**config.mk**
```make
export PLATFORM = sky130hd
export DESIGN_NAME = stable_priority_queue_core_flat
export DESIGN_NICKNAME = d
export VERILOG_FILES = /design/src/hw/rtl/spq_pkg.sv /design/src/hw/rtl/spq_if.sv /design/src/hw/rtl/spq_cell.sv /design/src/hw/rtl/stable_priority_queue_core.sv /design/src/flat_wrapper.sv
export SDC_FILE = /design/constraint.sdc
export NUM_CORES = 1
export LEC_CHECK = 0
export ABC_AREA = 1
export BUFFER_PORTS_ARGS = -buffer_cell sky130_fd_sc_hd__buf_4
export CORE_MARGIN = 4
export CORE_UTILIZATION = 23
export CTS_CLUSTER_SIZE = 30
export DETAILED_ROUTE_END_ITERATION = 8
export GPL_TIMING_DRIVEN = 0
export PLACE_DENSITY = 0.46
export SYNTH_ARGS = -nofsm -noshare
export SYNTH_HDL_FRONTEND = slang
export SYNTH_HIERARCHICAL = 1
export SYNTH_SLANG_ARGS = --single-unit
```
**constraint.sdc**
```tcl
create_clock -name clk -period 5.5 [get_ports clk]
set_clock_uncertainty 0.15 [all_clocks]
set_input_delay 0.825 -clock clk [delete_from_list [all_inputs] [get_ports clk]]
set_output_delay 0.825 -clock clk [all_outputs]
set_load 0.01 [all_outputs]
```
**src/hw/rtl/spq_pkg.sv**
```systemverilog
`timescale 1ns / 1ps
`default_nettype none
// shared types and constants of the stable priority queue
// no dependencies
package spq_pkg;

  localparam int DEPTH_DEF = 16;
  localparam int ID_W      = 16;
  localparam int PRI_W     = 3;
  localparam int OCC_W     = 5;

  localparam logic OP_INSERT = 1'b0;
  localparam logic OP_SERVE  = 1'b1;

  typedef enum logic [1:0] {
    ST_INSERTED = 2'd0,
    ST_SERVED   = 2'd1,
    ST_EMPTY    = 2'd2,
    ST_FULL     = 2'd3
  } status_t;

  // what every cell of the chain does this cycle
  typedef enum logic [1:0] {
    CMD_HOLD,
    CMD_INSERT,
    CMD_SERVE
  } cell_cmd_t;

  typedef struct packed {
    logic [ID_W-1:0]  id;
    logic [PRI_W-1:0] pri;
  } entry_t;

  // broadcast from the control to all cells
  typedef struct packed {
    cell_cmd_t cmd;
    entry_t    new_entry;
  } cell_ctl_t;

endpackage : spq_pkg
`default_nettype wire

```
**src/hw/rtl/spq_if.sv**
```systemverilog
`timescale 1ns / 1ps
`default_nettype none
// valid/ready channels of the stable priority queue
// depends on spq_pkg
interface spq_in_if
  import spq_pkg::*;
();
  logic             valid;
  logic             ready;
  logic             opcode;
  logic [ID_W-1:0]  entry_id;
  logic [PRI_W-1:0] entry_priority;

  modport source (output valid, opcode, entry_id, entry_priority, input ready);
  modport sink   (input valid, opcode, entry_id, entry_priority, output ready);
endinterface : spq_in_if

interface spq_out_if
  import spq_pkg::*;
();
  logic             valid;
  logic             ready;
  status_t          status;
  logic [ID_W-1:0]  served_id;
  logic [PRI_W-1:0] served_priority;
  logic [OCC_W-1:0] occupancy;

  modport source (output valid, status, served_id, served_priority, occupancy,
                  input ready);
  modport sink   (input valid, status, served_id, served_priority, occupancy,
                  output ready);
endinterface : spq_out_if
`default_nettype wire

```
**src/hw/rtl/spq_cell.sv**
```systemverilog
`timescale 1ns / 1ps
`default_nettype none
// one slot of the sorted chain: holds an entry, shifts right on insert,
// left on serve; depends on spq_pkg
module spq_cell
  import spq_pkg::*;
#(
  parameter int IDX   = 0,
  parameter int CNT_W = 5
) (
  input  wire logic             clk,
  input  wire cell_ctl_t        ctl,
  input  wire logic [CNT_W-1:0] count,
  input  wire entry_t           left_entry,
  input  wire logic             left_keep,
  input  wire entry_t           right_entry,
  output entry_t                entry_q,
  output logic                  keep
);

  entry_t entry_r;
  entry_t entry_nxt;

  // occupied and sorting at or ahead of the new entry
  assign keep = (CNT_W'(IDX) < count) && (entry_r.pri <= ctl.new_entry.pri);

  always_comb begin
    entry_nxt = entry_r;
    case (ctl.cmd)
      CMD_INSERT: begin
        if (keep) entry_nxt = entry_r;
        else if (left_keep) entry_nxt = ctl.new_entry;
        else entry_nxt = left_entry;
      end
      CMD_SERVE: entry_nxt = right_entry;
      default:   entry_nxt = entry_r;
    endcase
  end

  always_ff @(posedge clk) begin
    entry_r <= entry_nxt;
  end

  assign entry_q = entry_r;

endmodule : spq_cell
`default_nettype wire

```
**src/hw/rtl/stable_priority_queue_core.sv**
```systemverilog
`timescale 1ns / 1ps
`default_nettype none
// top level of the stable priority queue: control, count and the cell chain
// depends on spq_pkg, spq_if, spq_cell
//
//  channel  dir  handshake             payload
//  in_ch    in   valid/ready           opcode, entry_id, entry_priority
//  out_ch   out  valid/ready           status, served_id, served_priority, occupancy
//
// one item per cycle unless a result waits on a stalled out_ch: the whole chain
// compares against the new priority in parallel and shifts at the edge a beat is
// accepted, so its result is registered at that edge and shows on out_ch the next cycle
// in_ch.ready is high whenever the result register is empty or being taken
// synchronous active-low reset clears the count and the result valid;
// slot contents are never cleared, slots at or beyond the count are unread
module stable_priority_queue_core
  import spq_pkg::*;
#(
  parameter int DEPTH = DEPTH_DEF
) (
  input  wire logic clk,
  input  wire logic rst_n,
  spq_in_if.sink    in_ch,
  spq_out_if.source out_ch
);

  localparam int CNT_W = $clog2(DEPTH + 1);

  // entry count and result register
  logic [CNT_W-1:0] count_r, count_nxt;
  logic             out_valid_r;
  status_t          status_r, status_nxt;
  logic [ID_W-1:0]  sid_r, sid_nxt;
  logic [PRI_W-1:0] spr_r, spr_nxt;
  logic [OCC_W-1:0] occ_r;

  logic      accept;
  logic      is_full, is_empty;
  cell_ctl_t ctl;

  entry_t    cell_q [DEPTH];
  logic      keep   [DEPTH];

  assign in_ch.ready = !out_valid_r || out_ch.ready;
  assign accept      = in_ch.valid && in_ch.ready;
  assign is_full     = (count_r == CNT_W'(DEPTH));
  assign is_empty    = (count_r == '0);

  // decode the beat into a chain command and the result
  always_comb begin
    ctl.cmd           = CMD_HOLD;
    ctl.new_entry.id  = in_ch.entry_id;
    ctl.new_entry.pri = in_ch.entry_priority;
    count_nxt         = count_r;
    status_nxt        = ST_INSERTED;
    sid_nxt           = '0;
    spr_nxt           = '0;
    if (in_ch.opcode == OP_INSERT) begin
      if (is_full) begin
        status_nxt = ST_FULL;
      end else begin
        ctl.cmd   = accept ? CMD_INSERT : CMD_HOLD;
        count_nxt = count_r + 1'b1;
      end
    end else begin
      if (is_empty) begin
        status_nxt = ST_EMPTY;
      end else begin
        ctl.cmd    = accept ? CMD_SERVE : CMD_HOLD;
        count_nxt  = count_r - 1'b1;
        status_nxt = ST_SERVED;
        sid_nxt    = cell_q[0].id;
        spr_nxt    = cell_q[0].pri;
      end
    end
  end

  // the chain; front of the queue sits in cell 0
  for (genvar i = 0; i < DEPTH; i++) begin : g_cell
    entry_t left_e, right_e;
    logic   left_k;
    if (i == 0) begin : g_first
      // nothing ahead of the front: an insert that reaches it takes the new entry
      assign left_e = ctl.new_entry;
      assign left_k = 1'b0;
    end else begin : g_mid
      assign left_e = cell_q[i-1];
      assign left_k = keep[i-1];
    end
    if (i == DEPTH - 1) begin : g_last
      assign right_e = cell_q[i];
    end else begin : g_inner
      assign right_e = cell_q[i+1];
    end

    spq_cell #(
      .IDX   (i),
      .CNT_W (CNT_W)
    ) u_cell (
      .clk         (clk),
      .ctl         (ctl),
      .count       (count_r),
      .left_entry  (left_e),
      .left_keep   (left_k),
      .right_entry (right_e),
      .entry_q     (cell_q[i]),
      .keep        (keep[i])
    );
  end

  // control state
  always_ff @(posedge clk) begin
    if (!rst_n) begin
      count_r     <= '0;
      out_valid_r <= 1'b0;
    end else begin
      if (accept) count_r <= count_nxt;
      if (accept) out_valid_r <= 1'b1;
      else if (out_ch.ready) out_valid_r <= 1'b0;
    end
  end

  // result payload, loaded with the beat
  always_ff @(posedge clk) begin
    if (accept) begin
      status_r <= status_nxt;
      sid_r    <= sid_nxt;
      spr_r    <= spr_nxt;
      occ_r    <= OCC_W'(count_nxt);
    end
  end

  assign out_ch.valid           = out_valid_r;
  assign out_ch.status          = status_r;
  assign out_ch.served_id       = sid_r;
  assign out_ch.served_priority = spr_r;
  assign out_ch.occupancy       = occ_r;

endmodule : stable_priority_queue_core
`default_nettype wire

```
**src/flat_wrapper.sv**
```systemverilog
// flat-port wrapper written by rule: the top's interface ports become plain ports
module stable_priority_queue_core_flat import spq_pkg::*;
#(
  parameter int DEPTH = DEPTH_DEF
)
  (clk, rst_n, in_ch_valid, in_ch_opcode, in_ch_entry_id, in_ch_entry_priority, in_ch_ready, out_ch_valid, out_ch_status, out_ch_served_id, out_ch_served_priority, out_ch_occupancy, out_ch_ready);
  spq_in_if in_ch_i ();
  spq_out_if out_ch_i ();
  input  wire logic clk;
  input  wire logic rst_n;
  input wire logic [$bits(in_ch_i.valid)-1:0] in_ch_valid;
  input wire logic [$bits(in_ch_i.opcode)-1:0] in_ch_opcode;
  input wire logic [$bits(in_ch_i.entry_id)-1:0] in_ch_entry_id;
  input wire logic [$bits(in_ch_i.entry_priority)-1:0] in_ch_entry_priority;
  output wire logic [$bits(in_ch_i.ready)-1:0] in_ch_ready;
  output wire logic [$bits(out_ch_i.valid)-1:0] out_ch_valid;
  output wire logic [$bits(out_ch_i.status)-1:0] out_ch_status;
  output wire logic [$bits(out_ch_i.served_id)-1:0] out_ch_served_id;
  output wire logic [$bits(out_ch_i.served_priority)-1:0] out_ch_served_priority;
  output wire logic [$bits(out_ch_i.occupancy)-1:0] out_ch_occupancy;
  input wire logic [$bits(out_ch_i.ready)-1:0] out_ch_ready;
  assign in_ch_i.valid = in_ch_valid;
  assign in_ch_i.opcode = in_ch_opcode;
  assign in_ch_i.entry_id = in_ch_entry_id;
  assign in_ch_i.entry_priority = in_ch_entry_priority;
  assign in_ch_ready = in_ch_i.ready;
  assign out_ch_valid = out_ch_i.valid;
  assign out_ch_status = out_ch_i.status;
  assign out_ch_served_id = out_ch_i.served_id;
  assign out_ch_served_priority = out_ch_i.served_priority;
  assign out_ch_occupancy = out_ch_i.occupancy;
  assign out_ch_i.ready = out_ch_ready;
  stable_priority_queue_core #(.DEPTH(DEPTH)) u_core (.clk(clk), .rst_n(rst_n), .in_ch(in_ch_i), .out_ch(out_ch_i));
endmodule
```
# Word level (Yosys, flattened, before mapping)
# Cells that the tools add are included.
# op_classes
muxes	58
eq_ne	18
n_addsub	2
shift	0
reduce_logical	39
mul	0
bitwise	2
div_mod_pow	0
order_cmp	32
# ops
cell	n
$mux W19	30
$pmux W19 S2	15
$le A3 B3 Y1	16
$lt A4 B5 Y1 const A	8
$reduce_and A2 Y1	16
$ne A2 B2 Y1 const B	15
$lt A3 B5 Y1 const A	4
$logic_and A1 B1 Y1	17
$mux W5	3
$mux W2	7
$lt A1 B5 Y1 const A	2
$lt A2 B5 Y1 const A	2
$add A5 B1 Y5 const B	1
$eq A5 B5 Y1 const B	1
$logic_not A5 Y1	1
$sub A5 B1 Y5 const B	1
$reduce_bool A2 Y1	2
$mux W1	3
$eq A2 B1 Y1 const B	1
$eq A2 B2 Y1 const B	1
$not A1 Y1	2
$reduce_or A2 Y1	1
$logic_not A1 Y1	1
$logic_or A1 B1 Y1	1
# word_totals
latch_bits	0
mem_count	0
word_cells	189
inputBits	24
reg_bits	336
ram_bits	0
mem_bits_ro	0

# Depth between registers and ports, before layout
# Gate-level depths: netlist of run 1.
# logic_depth
ltp_word	9
ltp_mapped	14
depth_no_buf	12

# Hierarchy
# Netlist of run 1, hierarchy kept.
# by_module_without_submodules
module	cells_per_inst	instances	area_each_um2
spq_cell at u_core.g_cell[0].u_cell ...	126	6	1099.8
spq_cell at u_core.g_cell[1].u_cell ...	126	3	1098.6
spq_cell at u_core.g_cell[10].u_cell ...	129	2	1109.8
stable_priority_queue_core	154	1	1507.7
spq_cell at u_core.g_cell[12].u_cell	126	1	1102.3
spq_cell at u_core.g_cell[14].u_cell	126	1	1101.1
spq_cell at u_core.g_cell[11].u_cell	124	1	1094.8
spq_cell at u_core.g_cell[7].u_cell	124	1	1093.5
spq_cell at u_core.g_cell[15].u_cell	123	1	1087.3

# Worst setup path before layout of run 1
# OpenSTA, ideal clock, no wires.
# synth_path
kind	register to register
from	register u_core.count_r[1]
to	register u_core.g_cell[0].u_cell.entry_r (netlist bit u_core/g_cell[0].u_cell/entry_q[0]), enable pin
path_buffers	4
arrival_ns	3.355
path_slack_ns	1.619
setup_ns	0.376
path_stages_with_launch	12
cell_sequence	dfxtp_1 inv_1 ha_1 buf_2 nand3_4 nand2_4 buf_4 nor2_1 nand2_1 buf_6 buf_6 nand2_1
# synth_lines
item	line	source
from (decl)	stable_priority_queue_core.sv:30	logic [CNT_W-1:0] count_r, count_nxt;
from (signal assigned)	stable_priority_queue_core.sv:117	if (accept) count_r <= count_nxt;
to (signal assigned)	spq_cell.sv:41	entry_r <= entry_nxt;
to (decl)	spq_cell.sv:21	entry_t entry_r;

==> impl_metrics.json, run 1 <==
{
  "design_area_mm2": 0.0221,
  "first_global_vias": 16065,
  "avgViaCountPerCell": 4.72,
  "worst_skew_pair.late_latency_ns": 0.57,
  "power.leakage_nw": 8.98,
  "tritoncts.num_buffers": 41,
  "crit_required_ns": 5.45,
  "post_syn_area_mm2": 0.0191,
  "grt_use_total_pct": 13.8,
  "startpoint_type": "flop",
  "layout_min_cycle_time_ns": 4.69,
  "post_route_cells_drive_above_1_share_pct": 13.0,
  "cts_tree": "yes",
  "firstDrtPassIters": 6,
  "setup_viol": 0,
  "clk_pin_slew_worst_paths_ns": 0.06,
  "cts-root-buf": "clkbuf_16",
  "multiInputGateArea_mm2": 0.00730,
  "initialDrtViolationCount": 1274,
  "htree_levels": 2,
  "grt_start_max_net_pins": 34,
  "max-clock-path-buffers": 3,
  "worstPathArrival_ns": 4.64,
  "most-common-layout-cells": "nand2_1, nor2_1, edfxtp_1",
  "core_area_mm2": 0.0822,
  "maxClockFrequency_mhz": 213,
  "synthCells": 2168,
  "drv_slew": 0,
  "final-seq-area_mm2": 0.0100,
  "n_fill_cell": 8825,
  "placement_rows": 105,
  "critical_path_max_stage_delay_ns": 1.26,
  "dieArea_mm2": 0.0877,
  "most_common_library_cell_in_the_layout_ignoring_fill_and_taps": "nand2_1",
  "worstMarginPinSlew_ns": 1.42,
  "syn2layout_area_growth_pct": 15.9,
  "post_synthesis_net_count": 2242,
  "final-hold-violation-count": 0,
  "die_x_um": 296,
  "drv.max_cap_violation_count": 0,
  "cts_hold_buf": 0,
  "gpl.final_weighted_congestion": 0.806,
  "hold_class": "primary input to flop",
  "antennaDiodeCount": 0,
  "buffers_inserted_during_post_cts_setup_optimization": 0,
  "overflow": 0,
  "synthesis.area_per_instance_um2": 8.81,
  "timing.setup.critical_path_class": "flop to flop",
  "initial_utilization_pct": 23.2,
  "antenna_found_initial": 0,
  "result_of_the_run": "finished, final reports clean",
  "yosysWarningCount": 6,
  "critical_path_peak_fanout": 19,
  "path_cells": "inv_1 -> ha_1 -> buf_2 -> nand3_4 -> nand2_2 -> nor2_2 -> buf_8 -> inv_1 -> nand2_1 -> buf_6 -> buf_6 -> nand2_1",
  "tcrit_tclk_final_pct": 85.3,
  "detail_route.wirelength_mm": 62.3,
  "max-vdd-ir-drop_v": 0.000185,
  "hpwlAfterDp_mm": 45.5,
  "antenna_violating_nets_post_route": 0,
  "nNetsFinal": 2338,
  "die_h_um": 296,
  "cts-resized-gates": 0,
  "cp_slowest_cell": "dfxtp_1",
  "post-route-drc-count": 0,
  "numPortBuffers": 51,
  "final_core_utilization_pct": 26.9,
  "num_io_pins": 52,
  "max-slew-margin-rel_pct": 5.35,
  "setup_repair_after_global_routing_missed_its_margin": "no",
  "numClockSinks": 336,
  "wl_per_cell_um": 18.5,
  "timing.setup.tns_ns": 0,
  "hold_slack_ns": 0.378,
  "vias": 15883,
  "placement.cell_area_mm2": 0.0209,
  "worst_setup_path_end_kind": "flop",
  "wire_length_of_the_first_global_routing_pass_mm": 94.2,
  "power.density_mw_per_mm2": 365
}
==> per-layer routing <==
metal / up-vias / global-route usage [%] / routed length (µm)
met5: - / 0 / 0
met4: 0 / 4.67 / 1850
met3: 124 / 2.04 / 3560
met2: 524 / 22.9 / 28900
met1: 7644 / 18.5 / 27900
li1: 7591 / - / -
==> power breakdown <==
group / switching, mW / total [mW] / internal, mW
Clock: 1.09 / 2.61 / 1.51
Combinational: 1.13 / 1.79 / 0.662
Sequential: 0.299 / 3.67 / 3.37
Total: 2.52 / 8.07 / 5.54
==> per-stage QoR <==
stage / setup slack (ns) / total power [mW] / cells
floorplan: 1.62 / 4.83 / 2168
global placement: -0.917 / 5.45 / 3289
detailed placement: 0.899 / 5.50 / 3291
CTS: 0.880 / 8.13 / 3365
global route: 0.653 / 8.48 / 3365
finish: 0.809 / 8.07 / 3365
==> final timing paths <==
path         slack [ns]  cells after the start                start                             endpoint
max reg2reg        0.81                     12    u_core/count_r[1]  u_core/g_cell[5].u_cell/entry_q[10]
min reg2reg        0.38                      2  u_core/out_ch.valid                  u_core/out_ch.valid
min                0.38                      3                rst_n                    u_core/count_r[1]
max                0.81                     12    u_core/count_r[1]  u_core/g_cell[5].u_cell/entry_q[10]
==> final cells by class <==
| cell class | instances | area share [%] |
|---|---|---|
| tap | 1070 | 6.05 |
| buffer | 132 | 5.21 |
| sequential | 336 | 45.3 |
| clock buffer | 59 | 5.27 |
| timing repair buffer | 53 | 1.92 |
| multi-input combinational | 1545 | 33.0 |
| inverter | 155 | 2.81 |
| clock inverter | 15 | 0.418 |
==> registers in the layout (all words and copies together), names as in the netlist <==
name,flops
u_core/out_ch.served_priority,3
u_core/g_cell.u_cell/entry_q,304
u_core/out_ch.occupancy,5
u_core/out_ch.status,2
u_core/count_r,5
u_core/out_ch.valid,1
u_core/out_ch.served_id,16
==> worst max-delay path: cells and delay by family, from the launching register on <==
family	cells	cell delay (ns)
adder cells (fa/ha/maj)	1	0.26
buffers and inverters	6	1.05
flip-flops	1	1.26
AND/OR/NAND/NOR	5	1.47
(Power assumes the default switching activity.)
==> run 2, diff against run 1 <==
Settings changed: CELL_PAD_IN_SITES_DETAIL_PLACEMENT set to 2, CELL_PAD_IN_SITES_GLOBAL_PLACEMENT set to 2, PLACE_DENSITY 0.46 to 0.6.
==> impl_metrics.json, run 2 (synthesis gave the netlist of run 1 again) <==
{
  "tcrit_tclk_final_pct": 76.6,
  "worstHoldStart": "rst_n",
  "design_area_mm2": 0.0221,
  "placed_cells_incl_taps": 3290,
  "drv_slew": 0,
  "internal_pwr_total_mw": 5.48,
  "avgViaCountPerCell": 4.76,
  "timing.rr.start": "u_core/count_r[1]",
  "clk_pin_slew_worst_paths_ns": 0.06,
  "die_x_um": 296,
  "htree_levels": 2,
  "timing.setup.critical_path_class": "flop to flop",
  "most_common_library_cell_in_the_layout_ignoring_fill_and_taps": "nand2_1",
  "seq_power_share_pct": 44.8,
  "largest_register_ff_count": 304,
  "power.density_mw_per_mm2": 370,
  "grt_use_total_pct": 16.5,
  "grt_start_max_net_pins": 34,
  "worst_skew_pair.late_latency_ns": 0.59,
  "power.leakage_nw": 8.99,
  "number_of_cells_on_the_worst_reg_to_reg_path": 11,
  "drv.max_cap_violation_count": 0,
  "maxClockFrequency_mhz": 237,
  "max-vdd-ir-drop_v": 0.000181,
  "hold_path_depth": 3,
  "wl_per_cell_um": 21.8,
  "timing.setup.tns_ns": 0,
  "firstDrtPassIters": 4,
  "startpoint_type": "flop",
  "setup_viol": 0,
  "cts_tree": "yes",
  "combinationalPowerShare_pct": 23.0,
  "vias": 16031,
  "cts-resized-gates": 0,
  "post-route-drc-count": 0,
  "layout_min_cycle_time_ns": 4.21,
  "path_cells": "inv_1 -> ha_1 -> buf_2 -> nand3_4 -> nand2_2 -> nor2_4 -> inv_1 -> nand2_1 -> buf_6 -> buf_6 -> nand2_1",
  "result_of_the_run": "finished, final reports clean",
  "hold_class": "primary input to flop",
  "placement_rows": 105,
  "dieArea_mm2": 0.0877,
  "hpwlAfterDp_mm": 54.7,
  "first_global_vias": 17876,
  "setup_repair_after_global_routing_missed_its_margin": "no",
  "antenna_found_initial": 0,
  "worstMarginPinSlew_ns": 0.993,
  "overflow": 0,
  "num_io_pins": 52,
  "initialDrtViolationCount": 799,
  "antenna_violating_nets_post_route": 0,
  "final-instance-count-excl-fill": 3368,
  "cts_hold_buf": 0,
  "critical_path_peak_fanout": 19,
  "detail_route.wirelength_mm": 73.4,
  "core_area_mm2": 0.0822,
  "regToRegEndpoint": "u_core/g_cell[5].u_cell/entry_q[15]",
  "worst_hold_path.endpoint": "u_core/count_r[1]",
  "critical_path_max_stage_delay_ns": 0.78,
  "worst_setup_path_end_kind": "flop",
  "gpl.final_weighted_congestion": 0.779,
  "tritoncts.num_buffers": 43,
  "swShare_pct": 33.1,
  "placement.cell_area_mm2": 0.0209,
  "die_h_um": 296,
  "antennaDiodeCount": 0,
  "final_core_utilization_pct": 26.9,
  "cp_slowest_cell": "dfxtp_1",
  "max-slew-margin-rel_pct": 33.7,
  "buffers_inserted_during_post_cts_setup_optimization": 0,
  "initial_utilization_pct": 23.2,
  "post_route_cells_drive_above_1_share_pct": 13.0,
  "cts-root-buf": "clkbuf_16",
  "power_frac_clock_pct": 32.2,
  "final-hold-violation-count": 0,
  "power_switching_mw": 2.71,
  "worstPathArrival_ns": 4.15,
  "numClockSinks": 336,
  "crit_required_ns": 5.44,
  "wire_length_of_the_first_global_routing_pass_mm": 110,
  "syn2layout_area_growth_pct": 16.0,
  "max-clock-path-buffers": 3,
  "reg2reg_slack_ns": 1.29,
  "nNetsFinal": 2340,
  "numPortBuffers": 51,
  "most-common-layout-cells": "nand2_1, nor2_1, edfxtp_1"
}
-- run 2: power by group through the flow --
stage                     Sequential, mW  Clock, mW  Combinational, mW
after floorplan                     3.55          0               1.29
after global placement              3.73          0               1.78
after detailed placement            3.73          0               1.89
after CTS                           3.68       2.75               1.90
after global routing                3.70       2.85               2.11
final                               3.67       2.64               1.89
-- run 2: critical path: cells and delay by family (launching register included) --
kind,cells,cell delay [ns]
adders and majority gates,1,0.22
and+or+nand+nor,5,1.67
buffers and inverters,5,0.84
DFF,1,0.78
-- run 2: worst max path at each step --
stage          cells after the start  slack (ns)               from                                   end
6_report                          11        1.29  u_core/count_r[1]   u_core/g_cell[5].u_cell/entry_q[15]
3_5_place_dp                      11        1.30  u_core/count_r[1]   u_core/g_cell[5].u_cell/entry_q[13]
5_1_grt                           11        0.99  u_core/count_r[1]  u_core/g_cell[14].u_cell/entry_q[17]
2_1_floorplan                     11        1.62  u_core/count_r[1]    u_core/g_cell[0].u_cell/entry_q[0]
3_3_place_gp                      11       -0.68  u_core/count_r[1]   u_core/g_cell[5].u_cell/entry_q[14]
4_1_cts                           11        1.26  u_core/count_r[1]  u_core/g_cell[15].u_cell/entry_q[14]
-- run 2: cell type report --
type	instances	area [µm²]
plain buffers	132	1150
clock buffers	55	1120
clock inverters	22	138
fillers	9344	60100
inverters	155	622
multi-input cells	1545	7310
flip-flops and latches	336	10000
well taps	1070	1340
repair buffers	53	438
-- run 2: per-stage QoR --
step	setup WS [ns]	total power [mW]	hold slack, ns
4_1_cts	1.26	8.33	0.311
2_1_floorplan	1.62	4.83	0.395
3_3_place_gp	-0.676	5.51	0.352
3_5_place_dp	1.30	5.62	0.370
5_1_grt	0.993	8.67	0.378
6_report	1.29	8.19	0.366
-- run 2: per-layer routing --
layer	wire (µm)	vias to the layer above	global-route usage [%]
met5	0	-	0
met4	1350	0	3.62
met3	1990	73	2.06
met2	36300	195	29.5
met1	33800	8178	21.2
li1	-	7585	-
